## config.mk

```make
export PLATFORM = sky130hd
export DESIGN_NAME = chacha_front_flat
export DESIGN_NICKNAME = d
export VERILOG_FILES = /design/src/chacha_pkg.sv /design/src/chacha_if.sv /design/src/chacha_front.sv /design/src/flat_wrapper.sv
export SDC_FILE = /design/constraint.sdc
export NUM_CORES = 1
export LEC_CHECK = 0
export ABC_AREA = 0
export ABC_CLOCK_PERIOD_IN_PS = 2300
export BUFFER_PORTS_ARGS = -buffer_cell sky130_fd_sc_hd__buf_2
export CELL_PAD_IN_SITES_DETAIL_PLACEMENT = 1
export CELL_PAD_IN_SITES_GLOBAL_PLACEMENT = 2
export CORE_MARGIN = 8
export CORE_UTILIZATION = 28
export DETAILED_ROUTE_END_ITERATION = 16
export GPL_TIMING_DRIVEN = 0
export PLACE_DENSITY = 0.84
export SETUP_SLACK_MARGIN = 0.4
export SLEW_MARGIN = 20
export SYNTH_ARGS = -nofsm -noshare
export SYNTH_HDL_FRONTEND = slang
export SYNTH_SLANG_ARGS = --single-unit
```

## constraint.sdc

```tcl
create_clock -name clk -period 2.3 [get_ports clk]
set_clock_uncertainty 0.15 [all_clocks]
set_input_delay 0.345 -clock clk [delete_from_list [all_inputs] [get_ports clk]]
set_output_delay 0.345 -clock clk [all_outputs]
set_load 0.1 [all_outputs]
```

## src/chacha_pkg.sv

```systemverilog
`timescale 1ns / 1ps
// Shared types and constants for the ChaCha20 stream cipher core.
package chacha_pkg;

	localparam int ADDR_W      = 6;
	localparam int DATA_W      = 64;
	localparam int WORDS       = 16;
	localparam int ROUND_STEPS = 80;

	localparam logic [2:0] REG_KEY0     = 3'd0;
	localparam logic [2:0] REG_KEY1     = 3'd1;
	localparam logic [2:0] REG_KEY2     = 3'd2;
	localparam logic [2:0] REG_KEY3     = 3'd3;
	localparam logic [2:0] REG_NONCE_LO = 3'd4;
	localparam logic [2:0] REG_NONCE_HI = 3'd5;

	localparam logic [31:0] SIGMA0 = 32'h6170_7865;
	localparam logic [31:0] SIGMA1 = 32'h3320_646e;
	localparam logic [31:0] SIGMA2 = 32'h7962_2d32;
	localparam logic [31:0] SIGMA3 = 32'h6b20_6574;

	typedef struct packed {
		logic [3:0][63:0] key;
		logic [63:0]      nonce_lo;
		logic [31:0]      nonce_hi;
	} chacha_cfg_t;

	typedef struct packed {
		logic [7:0]  data_byte;
		logic [5:0]  pos;
		logic        need_block;
		logic [31:0] counter;
	} chacha_entry_t;

endpackage

```

## src/chacha_if.sv

```systemverilog
`timescale 1ns / 1ps
// Valid/ready stream interfaces for the input and output transactions.
interface chacha_in_if;
	logic       valid;
	logic       ready;
	logic [7:0] data_byte;
	logic       message_start;

	modport source (output valid, data_byte, message_start, input ready);
	modport sink (input valid, data_byte, message_start, output ready);
endinterface


```

## src/chacha_front.sv

```systemverilog
`timescale 1ns / 1ps
// Front end: tracks byte position and block counter, tags bytes that open a block.
module chacha_front (
	input  logic                     clk,
	input  logic                     arst_n,
	chacha_in_if.sink                in_ch,
	input  logic                     full,
	output logic                     push,
	output chacha_pkg::chacha_entry_t push_entry
);

	logic [5:0]  pos_q;
	logic [31:0] ctr_q;
	logic [5:0]  pos_cur;
	logic [31:0] ctr_cur;
	logic        need;

	assign in_ch.ready = !full;
	assign push        = in_ch.valid && !full;

	assign pos_cur = in_ch.message_start ? 6'd0 : pos_q;
	assign ctr_cur = in_ch.message_start ? 32'd0 : ctr_q;
	assign need    = (pos_cur == 6'd0);

	always_comb begin
		push_entry.data_byte  = in_ch.data_byte;
		push_entry.pos        = pos_cur;
		push_entry.need_block = need;
		push_entry.counter    = ctr_cur;
	end

	always_ff @(posedge clk or negedge arst_n) begin
		if (!arst_n) begin
			pos_q <= '0;
			ctr_q <= '0;
		end else if (push) begin
			pos_q <= pos_cur + 6'd1;
			ctr_q <= need ? ctr_cur + 32'd1 : ctr_cur;
		end
	end

endmodule

```

## src/flat_wrapper.sv

```systemverilog
// flat-port wrapper written by rule: the top's interface ports become plain ports
module chacha_front_flat 
  (clk, arst_n, full, push, push_entry, in_ch_valid, in_ch_data_byte, in_ch_message_start, in_ch_ready);
  chacha_in_if in_ch_i ();
  input  logic clk;
  input  logic arst_n;
  input  logic full;
  output logic push;
  output chacha_pkg::chacha_entry_t push_entry;
  input wire logic [$bits(in_ch_i.valid)-1:0] in_ch_valid;
  input wire logic [$bits(in_ch_i.data_byte)-1:0] in_ch_data_byte;
  input wire logic [$bits(in_ch_i.message_start)-1:0] in_ch_message_start;
  output wire logic [$bits(in_ch_i.ready)-1:0] in_ch_ready;
  assign in_ch_i.valid = in_ch_valid;
  assign in_ch_i.data_byte = in_ch_data_byte;
  assign in_ch_i.message_start = in_ch_message_start;
  assign in_ch_ready = in_ch_i.ready;
  chacha_front u_core (.clk(clk), .arst_n(arst_n), .in_ch(in_ch_i), .full(full), .push(push), .push_entry(push_entry));
endmodule
```

==> flow_summary.ini <==
[yosys]
synth_area_leader_cell = dfrtp_1
synth_nets = 275
synth_commonest_cells = 53 x nand2_1, 38 x dfrtp_1, 33 x nor2b_1
yosys.area_share.adder_pct = 1.64
synth-compound-area-share_pct = 4.82
avgSynthCellArea_um2 = 8.82
synthMuxAreaShare_pct = 0.493
yosysUniqueCellTypes = 32
synthArstFlopShare_pct = 100
yosysSeqAreaShare_pct = 41.6
synthSimpleGateAreaFrac_pct = 34.0
synth_edf_count = 0
syn-instance-count = 259
synth_xor_area_share_pct = 11.1
ys_warn_count = 0
netlist.area_leader.share_pct = 41.6
yosysMostFrequentCell = nand2_1
syn-cell-area_um2 = 2280
synth_top_family_by_area = simple AND/OR/NAND/NOR gates
synthFlopType = dfrtp_1
yosys-top-cells-area = dfrtp_1 42%, nor2b_1 9.0%, nand2_1 8.7%
ys_ff_latch = 38

[routing]
routed_wirelength_mm = 8.99
viasPerCell = 4.88
first_pass_iters = 5
wl_per_cell_um = 19.4
ant_nets = 0
drc = 0
drtIter0Drc = 91
vias = 2265

[clocking]
cts_root_buf = clkbuf_8
clock_latency_ns = 0.30
cts_buffers = 5
htree_levels = 2
path_clk_slew_ns = 0.08
cts_tree = yes
cts_hold_buffers = 0
cts.sinks = 38
clock_path_buffers = 2

[setup_path]
cpPeakStageDelay_ns = 0.47
crit_path_frequent_cell = nor4_4
crit_type = flop to flop
cp_data_arrival_time_ns = 2.30
crit_path_start = u_core.pos_q[3]
required_ns = 2.34
worst_setup_path_end_kind = flop
path_cells = nor4_4 -> nand4_1 -> or4_4 -> buf_8 -> nor4_4 -> xnor2_1
regToRegStartpoint = u_core.pos_q[3]
critPathLaunchType = flop
slowest_stage = or4_4
worstPathMaxFanout = 7

[placement]
place_ws_ns = -0.677
dpl-instance-area_um2 = 3070
dp_hpwl_mm = 4.99
portBuffers = 53
gp_congestion = 0.786

[sta]
slew_headroom_pct = 39.3
max_freq_mhz = 442
worst_slack_ns = 0.0399
finalHoldViolCount = 0
worst_slew_pin_slew_ns = 0.911
drv_slew = 0
setup_violations = 0
finalCriticalPeriod_ns = 2.26
setup-tns-final_ns = 0
post-route-period-util_pct = 98.3
rsz0062_at_grt = true

[outcome]
outcome = completed

[power_and_ir_drop]
p_total_mw = 2.01
vdd_drop_max_mv = 0.256
power.density_nw_per_um2 = 482
p_leak_nw = 1.76

[die]
die_area_um2 = 11300
rows = 33
die_y_um = 106
die_w_um = 106
ios = 62
core_um2 = 8050
start_util_pct = 28.4

[cells_and_area]
fin_nets = 374
post-route-util_pct = 51.7
fillers = 869
fin_area_um2 = 4170
multi_input_area_um2 = 1680
drive_above_1_share_pct = 55.2
syn_to_final_growth_pct = 82.4
final-seq-area_um2 = 953
diodes = 0

[worst_hold_path]
min_path_type = primary input to asynchronous set/reset pin

[global_routing]
grt.overflow.total = 0
antenna_found_initial = 0
grt_pass1_vias = 2477
track_usage_pct = 14.7
grt_pass1_wl_mm = 13.2
grt_max_degree = 39

[run]
cap_violations = 0
[where the power goes]
part / switching, mW / total, mW / internal [mW]
sequential: 0.0410 / 0.741 / 0.700
clock: 0.256 / 0.581 / 0.325
combinational: 0.423 / 0.686 / 0.263
total: 0.720 / 2.01 / 1.29
[area by class of cell]
| class | count | share of cell area (%) |
|---|---|---|
| inverter | 8 | 0.991 |
| sequential | 38 | 22.9 |
| buffer | 19 | 6.40 |
| multi-input combinational | 194 | 40.3 |
| clock buffer | 7 | 1.83 |
| clock inverter | 1 | 0.721 |
| tap | 105 | 3.15 |
| timing repair buffer | 92 | 23.8 |
[routing by layer]
metal,GRT usage (%),up-vias,wire (um)
li1,-,1048,-
met1,17.2,1149,3630
met2,25.5,56,4800
met3,3.81,12,405
met4,5.43,0,155
met5,0,-,0
[per-stage QoR]
stage	std cells	hold WS [ns]
2_1_floorplan	259	-0.101
3_3_place_gp	417	0.359
3_5_place_dp	417	0.356
4_1_cts	451	0.0716
5_1_grt	464	0.0855
6_report	464	0.0133
[registers in the layout (all words and copies together), names as in the netlist]
register,flops
u_core.ctr_q,32
u_core.pos_q,6
[worst max-delay path: cells and delay by family, from the launching register on]
family                 cells  cell delay, ns
buffers and inverters      1            0.17
XOR/XNOR                   1            0.20
flip-flops                 1            0.43
AND/OR/NAND/NOR            4            1.20
[layout by cell type (no fill, tap or decap), types with 3 or more instances in the layout]
master,count
nand2_1,48
dfrtp_1,36
buf_4,30
buf_6,28
nor2b_4,27
buf_2,16
buf_12,16
xor2_1,15
xnor2_1,10
clkbuf_8,9
nand3_1,8
nor2_4,7
a21oi_1,6
buf_8,6
clkbuf_4,6
clkbuf_16,5
nand3_2,5
o21ai_0,5
inv_1,4
nand2_2,4
nand4_1,4
xnor2_2,4
and4b_1,4
nor2b_1,3
clkinvlp_4,3
nor2b_2,3
nor4_4,3
nor3_4,3
nor3_1,3
ha_4,3
[repair_timing]
item | in CTS | in global routing
buffers inserted | 26 | 12
pin swaps | 18 | 24
cloned | 0 | 1
gates resized for setup | 124 | 52
setup endpoints to repair | 63 | 52
[logic make-up after synthesis]
logic type               Yosys count
AO/OA/AOI/OAI                     19
XOR/XNOR                          29
adder cells (fa/ha/maj)            3
buffers and inverters             27
flip-flops                        38
multiplexers                       1
AND/OR/NAND/NOR                  142
[final timing paths]
check / to / cells past startpoint / slack [ns]
max in group asynchronous: u_core.pos_q[4] / 1 / 1.35
worst max register to register: u_core.ctr_q[29] / 6 / 0.04
worst max-delay path: u_core.ctr_q[29] / 6 / 0.04
worst min register to register: u_core.ctr_q[1] / 1 / 0.39
worst min-delay path: u_core.ctr_q[1] / 1 / 0.01
min in group clk: u_core.pos_q[4] / 4 / 0.27
(Power assumes the default switching activity.)
