**config.mk**
```make
export PLATFORM = sky130hd
export DESIGN_NAME = chacha_queue
export DESIGN_NICKNAME = d
export VERILOG_FILES = /design/src/chacha_pkg.sv /design/src/chacha_queue.sv
export SDC_FILE = /design/constraint.sdc
export NUM_CORES = 1
export LEC_CHECK = 0
export BUFFER_PORTS_ARGS = -buffer_cell sky130_fd_sc_hd__clkbuf_2
export CAP_MARGIN = 10
export CELL_PAD_IN_SITES_DETAIL_PLACEMENT = 0
export CELL_PAD_IN_SITES_GLOBAL_PLACEMENT = 2
export CORE_ASPECT_RATIO = 0.9
export CORE_UTILIZATION = 38
export CTS_CLUSTER_DIAMETER = 200
export DETAILED_ROUTE_END_ITERATION = 8
export GPL_TIMING_DRIVEN = 0
export PLACE_DENSITY = 0.8
export SLEW_MARGIN = 20
export SYNTH_ARGS = -nofsm -noshare
export SYNTH_HDL_FRONTEND = slang
export SYNTH_SLANG_ARGS = --single-unit
export TNS_END_PERCENT = 50
```
**constraint.sdc**
```tcl
create_clock -name clk -period 3.45 [get_ports clk]
set_clock_uncertainty 0.15 [all_clocks]
set_input_delay 0.8625 -clock clk [delete_from_list [all_inputs] [get_ports clk]]
set_output_delay 0.8625 -clock clk [all_outputs]
set_load 0.03 [all_outputs]
```
**src/chacha_pkg.sv**
```systemverilog
`timescale 1ns / 1ps
// Shared types and constants for the ChaCha20 stream cipher core.
package chacha_pkg;

	localparam int ADDR_W      = 6;
	localparam int DATA_W      = 64;
	localparam int WORDS       = 16;
	localparam int ROUND_STEPS = 80;

	localparam logic [2:0] REG_KEY0     = 3'd0;
	localparam logic [2:0] REG_KEY1     = 3'd1;
	localparam logic [2:0] REG_KEY2     = 3'd2;
	localparam logic [2:0] REG_KEY3     = 3'd3;
	localparam logic [2:0] REG_NONCE_LO = 3'd4;
	localparam logic [2:0] REG_NONCE_HI = 3'd5;

	localparam logic [31:0] SIGMA0 = 32'h6170_7865;
	localparam logic [31:0] SIGMA1 = 32'h3320_646e;
	localparam logic [31:0] SIGMA2 = 32'h7962_2d32;
	localparam logic [31:0] SIGMA3 = 32'h6b20_6574;

	typedef struct packed {
		logic [3:0][63:0] key;
		logic [63:0]      nonce_lo;
		logic [31:0]      nonce_hi;
	} chacha_cfg_t;

	typedef struct packed {
		logic [7:0]  data_byte;
		logic [5:0]  pos;
		logic        need_block;
		logic [31:0] counter;
	} chacha_entry_t;

endpackage

```
**src/chacha_queue.sv**
```systemverilog
`timescale 1ns / 1ps
// Short FIFO of tagged bytes between the front and back ends.
module chacha_queue #(
	parameter int DEPTH = 2
) (
	input  logic                      clk,
	input  logic                      arst_n,
	input  logic                      push,
	input  chacha_pkg::chacha_entry_t push_entry,
	output logic                      full,
	input  logic                      pop,
	output logic                      head_valid,
	output chacha_pkg::chacha_entry_t head
);

	localparam int PW = (DEPTH > 1) ? $clog2(DEPTH) : 1;
	localparam int CW = $clog2(DEPTH + 1);

	chacha_pkg::chacha_entry_t entries_q [DEPTH];
	logic [PW-1:0] wr_ptr_q;
	logic [PW-1:0] rd_ptr_q;
	logic [CW-1:0] cnt_q;

	assign full       = (cnt_q == CW'(DEPTH));
	assign head_valid = (cnt_q != '0);
	assign head       = entries_q[rd_ptr_q];

	always_ff @(posedge clk) begin
		if (push) begin
			entries_q[wr_ptr_q] <= push_entry;
		end
	end

	always_ff @(posedge clk or negedge arst_n) begin
		if (!arst_n) begin
			wr_ptr_q <= '0;
			rd_ptr_q <= '0;
			cnt_q    <= '0;
		end else begin
			if (push) begin
				wr_ptr_q <= (wr_ptr_q == PW'(DEPTH - 1)) ? '0 : wr_ptr_q + 1'b1;
			end
			if (pop) begin
				rd_ptr_q <= (rd_ptr_q == PW'(DEPTH - 1)) ? '0 : rd_ptr_q + 1'b1;
			end
			case ({push, pop})
				2'b10:   cnt_q <= cnt_q + 1'b1;
				2'b01:   cnt_q <= cnt_q - 1'b1;
				default: cnt_q <= cnt_q;
			endcase
		end
	end

endmodule

```
==> impl_summary.md <==
Layout
The total area of multi-input combinational cells is approximately 700 sq um. The final antenna diode count is 0. The net total in the final layout is ~330. Measured on the finished design, the core utilization comes to between 40% and 50%. Compared with the post-synthesis result, the final layout area differs by 25.25%. The filler cells instantiated in the layout total ~800.

Leaving out fill and tap cells, the most frequent cells in the layout are clkbuf_2 (99), edfxtp_1 (94), mux2_2 (27). The share of final-layout standard cells stronger than drive strength 1 is about three fifths. Once layout is complete, the cells apart from fillers number roughly 400. The most common library cell in the layout ignoring fill and taps is clkbuf_2. Summing all flip-flop and latch instances after layout gives just under 3000 sq um.

Timing
Setup slack closes at slightly above 800 ps. In the finished design, the share of the clock period the worst path needs comes to approximately three quarters. Static timing analysis puts the maximum clock frequency at between 0.3 and 0.4 GHz. The count of final hold-check violations was 0. The worst pin sits at a relative slew slack of between 50% and 60%. The final-report max-slew violation count was 0. Setup violations remaining at the end of the flow were counted as 0. Setup repair after global routing left no endpoint under its margin.

For the finished layout, the period the worst path requires is around 2600 ps. At the pin with the least slew margin, the transition time is 668.3 ps.

Place
The setup slack at placement is between 1000 and 1500 ps. The routability congestion estimate is approximately 0.65. The number of input and output port buffers inserted is 99. The wire-length estimate of the detail-placed layout is 3974 um.

The cell count after placement is 385.

Hold path
The path class of the tightest hold or removal check is input port to async pin.

Power and ir drop
The total power per unit cell area is between 800 and 900 nW/um^2. IR analysis of the VDD net gives a maximum drop of 0.3292 mV. Summed over all cells, the static leakage comes to approximately 1.8 nW.

Total power for the finished layout comes to 3.952 mW.

Worst setup path
The startpoint of the worst-slack reg-to-reg timing path is wr_ptr_q$_DFFE_PN0P_. In this design, the largest share of critical-path delay is due to buffers and inverters. STA puts the critical path data required time at 2440 ps. The sum of buffers and inverters on the critical path is 3. The library cell appearing most often on the critical path is buf_6. The endpoint identified for the worst register-to-register timing path is entries_q[1][26]$_DFFE_PP_. In this run the register-to-register setup slack is 1880 ps. The largest stage delay on the critical path is a little over 400 ps. The type of origin of the critical path is a flop. The slowest stage of the critical path is the dfrtp_1 cell.

The worst setup path endpoint is head[35]. The top fanout value on the critical path is 10. The critical path capture point type is an output pin. The worst setup path is of the flop to output pin kind. The signal on the critical path passes through buf_6, buf_6, mux2_4, clkbuf_2. The instance count on the critical path is 4. The worst register-to-register path has a depth of 1. The arrival time reported for the critical path endpoint is 1630 ps. The most critical setup path has its startpoint at rd_ptr_q$_DFFE_PN0P_.

Synthesis
The post-synthesis share of cell area spent on xor and xnor gates is 1.197%. Synthesis produced a netlist whose cell count is 162. The largest family of logic cells by synthesized area is multiplexers. In this run, synthesis produced a sequential element count of between 90 and 100. The proportion of synthesized chip area in sequential cells is around four fifths. The warning count from the yosys run is 0. Summing the areas of all fa, ha and maj instances in the mapped netlist gives less than 1% of the synthesized area.

The synthesized net count is ~210. After Yosys synthesis, and, or, nand and nor cells account for 0.7184% of the synthesized area. The average cell area after synthesis is roughly 23 sq um. The mux cell area share after synthesis is between 10% and 20%. The cell area after technology mapping is roughly 3700 sq um. The synthesized-area fraction occupied by ao, oa, aoi and oai cells is 0%. The netlist uses 14 different library cells.

Drt
For this block, the via count after detailed routing is ~1800. Dividing the detail-routed wire length by the instance count gives roughly 15 um. The detail-routed via count per cell is between 4 and 5.

The routed length on met3 is 510 um. The aggregate routed wire length is around 6000 um. For this run, design rule violations remaining after detail routing come to 0. For this run, the detailed router's first-pass iteration total came to 4.

The uppermost layer routed is met4. The detailed router put a total of approximately 2600 um of wire on met1. In the detailed route, the total length drawn on met2 is roughly 2700 um.

In this run the remaining antenna-violating nets after routing total 0. In this run, the number of DRC markers left after iteration 0 of detailed routing was between 50 and 60.

Floorplan
The chip height is about 95 um. The x dimension of the die is about 110 um. The die outline area is 10020 sq um. The initial utilization of the core area, before any placement, comes to 39.72%. The placeable core region is slightly above 9000 sq um.

The number of placement rows is 33. 100 I/O pins were placed.

Clocking
The number of hold buffers added after CTS is 0. The clock reaches the later pin of the worst-skew pair after ~340 ps. No sink is reached through more buffers than the 2 on the longest clock path. The number of resized instances in the post-cts repair step is 0. The count of clock tree sinks is about 100. Buffers inserted during clock tree synthesis total 9. The number of setup buffers added after CTS is 0. After clock tree synthesis, the clock-pin slew on the worst setup and hold paths is approximately 90 ps. Clock tree synthesis selected as its root buffer the cell clkbuf_8. The clock tree synthesis step divided the H-tree into 3 levels. TritonCTS built the clock tree.

Global routing
The total congestion overflow is 0. The pin count of the biggest net entering global routing is 48. The first global-routing pass estimated 9183 um of wire.

The overall fraction of global-route tracks in use is about 13%. The number of antenna violations at the first check in global routing came to 0. The via count of the first global-routing pass is approximately 1900.

Job
Across the run, the number of max-cap violations was 0.

Run status
The run finished with clean final reports.
==> cell usage after synthesis, drive strengths merged <==
cell	count	share of area [%]
mux2	47	17
xnor2	2	0.48
inv	1	0.10
nor2	2	0.21
edfxtp	94	77
dfrtp	4	2.7
or2	1	0.17
nor2b	1	0.17
xor2	3	0.72
and2	1	0.17
ha	1	0.34
buf	5	1.2
==> cell families (layout without fill, tap and decap cells) <==
group	after synthesis	after routing
multiplexers	47	47
XOR/XNOR	5	5
AND/OR/NAND/NOR	5	5
adder cells (fa/ha/maj)	1	1
buffers and inverters	6	123
flip-flops	98	98
==> per-stage QoR <==
stage	TNS (ps)	hold slack, ps	area, sq um
floorplan	0	297.4	3660
global placement	-8425	313.8	4308
detailed placement	0	318.5	4370
CTS	0	131.5	4581
global route	0	127.5	4581
finish	0	153.7	4581
==> where the power goes <==
part | internal (mW) | switching (mW) | leakage (nW)
clock | 0.407 | 0.361 | 0.0972
sequential | 1.58 | 0.0678 | 0.929
combinational | 0.591 | 0.946 | 0.776
==> routing by layer <==
metal  GRT usage, %  vias to the layer above
met3          4.785                        9
li1               -                      858
met4          5.634                        0
met2          20.72                       81
met5              0                        -
met1          14.76                      860
==> worst min-delay path by stage <==
stage | slack, ps | depth (start not counted) | from | endpoint
6_report | 150 | 1 | arst_n | cnt_q[1]$_DFFE_PN0P_
5_1_grt | 130 | 1 | arst_n | cnt_q[0]$_DFFE_PN0P_
4_1_cts | 130 | 1 | arst_n | cnt_q[1]$_DFFE_PN0P_
3_5_place_dp | 320 | 1 | cnt_q[1]$_DFFE_PN0P_ | cnt_q[1]$_DFFE_PN0P_
3_3_place_gp | 310 | 1 | cnt_q[1]$_DFFE_PN0P_ | cnt_q[1]$_DFFE_PN0P_
2_1_floorplan | 300 | 1 | cnt_q[1]$_DFFE_PN0P_ | cnt_q[1]$_DFFE_PN0P_
==> sequential cells by signal, summed over array words and instances (netlist names) <==
| register | cells |
|---|---|
| cnt_q | 2 |
| wr_ptr_q | 1 |
| rd_ptr_q | 1 |
| entries_q | 94 |
==> cell type report <==
cell class / count / area share (%)
inverters: 1 / 0.08194
flip-flops and latches: 98 / 63.81
plain buffers: 5 / 0.9560
clock buffers: 11 / 2.868
well taps: 122 / 3.332
multi-input cells: 58 / 15.21
repair buffers: 101 / 12.02
clock inverters: 5 / 1.721
Note: power is estimated with default switching activity, not from simulation.
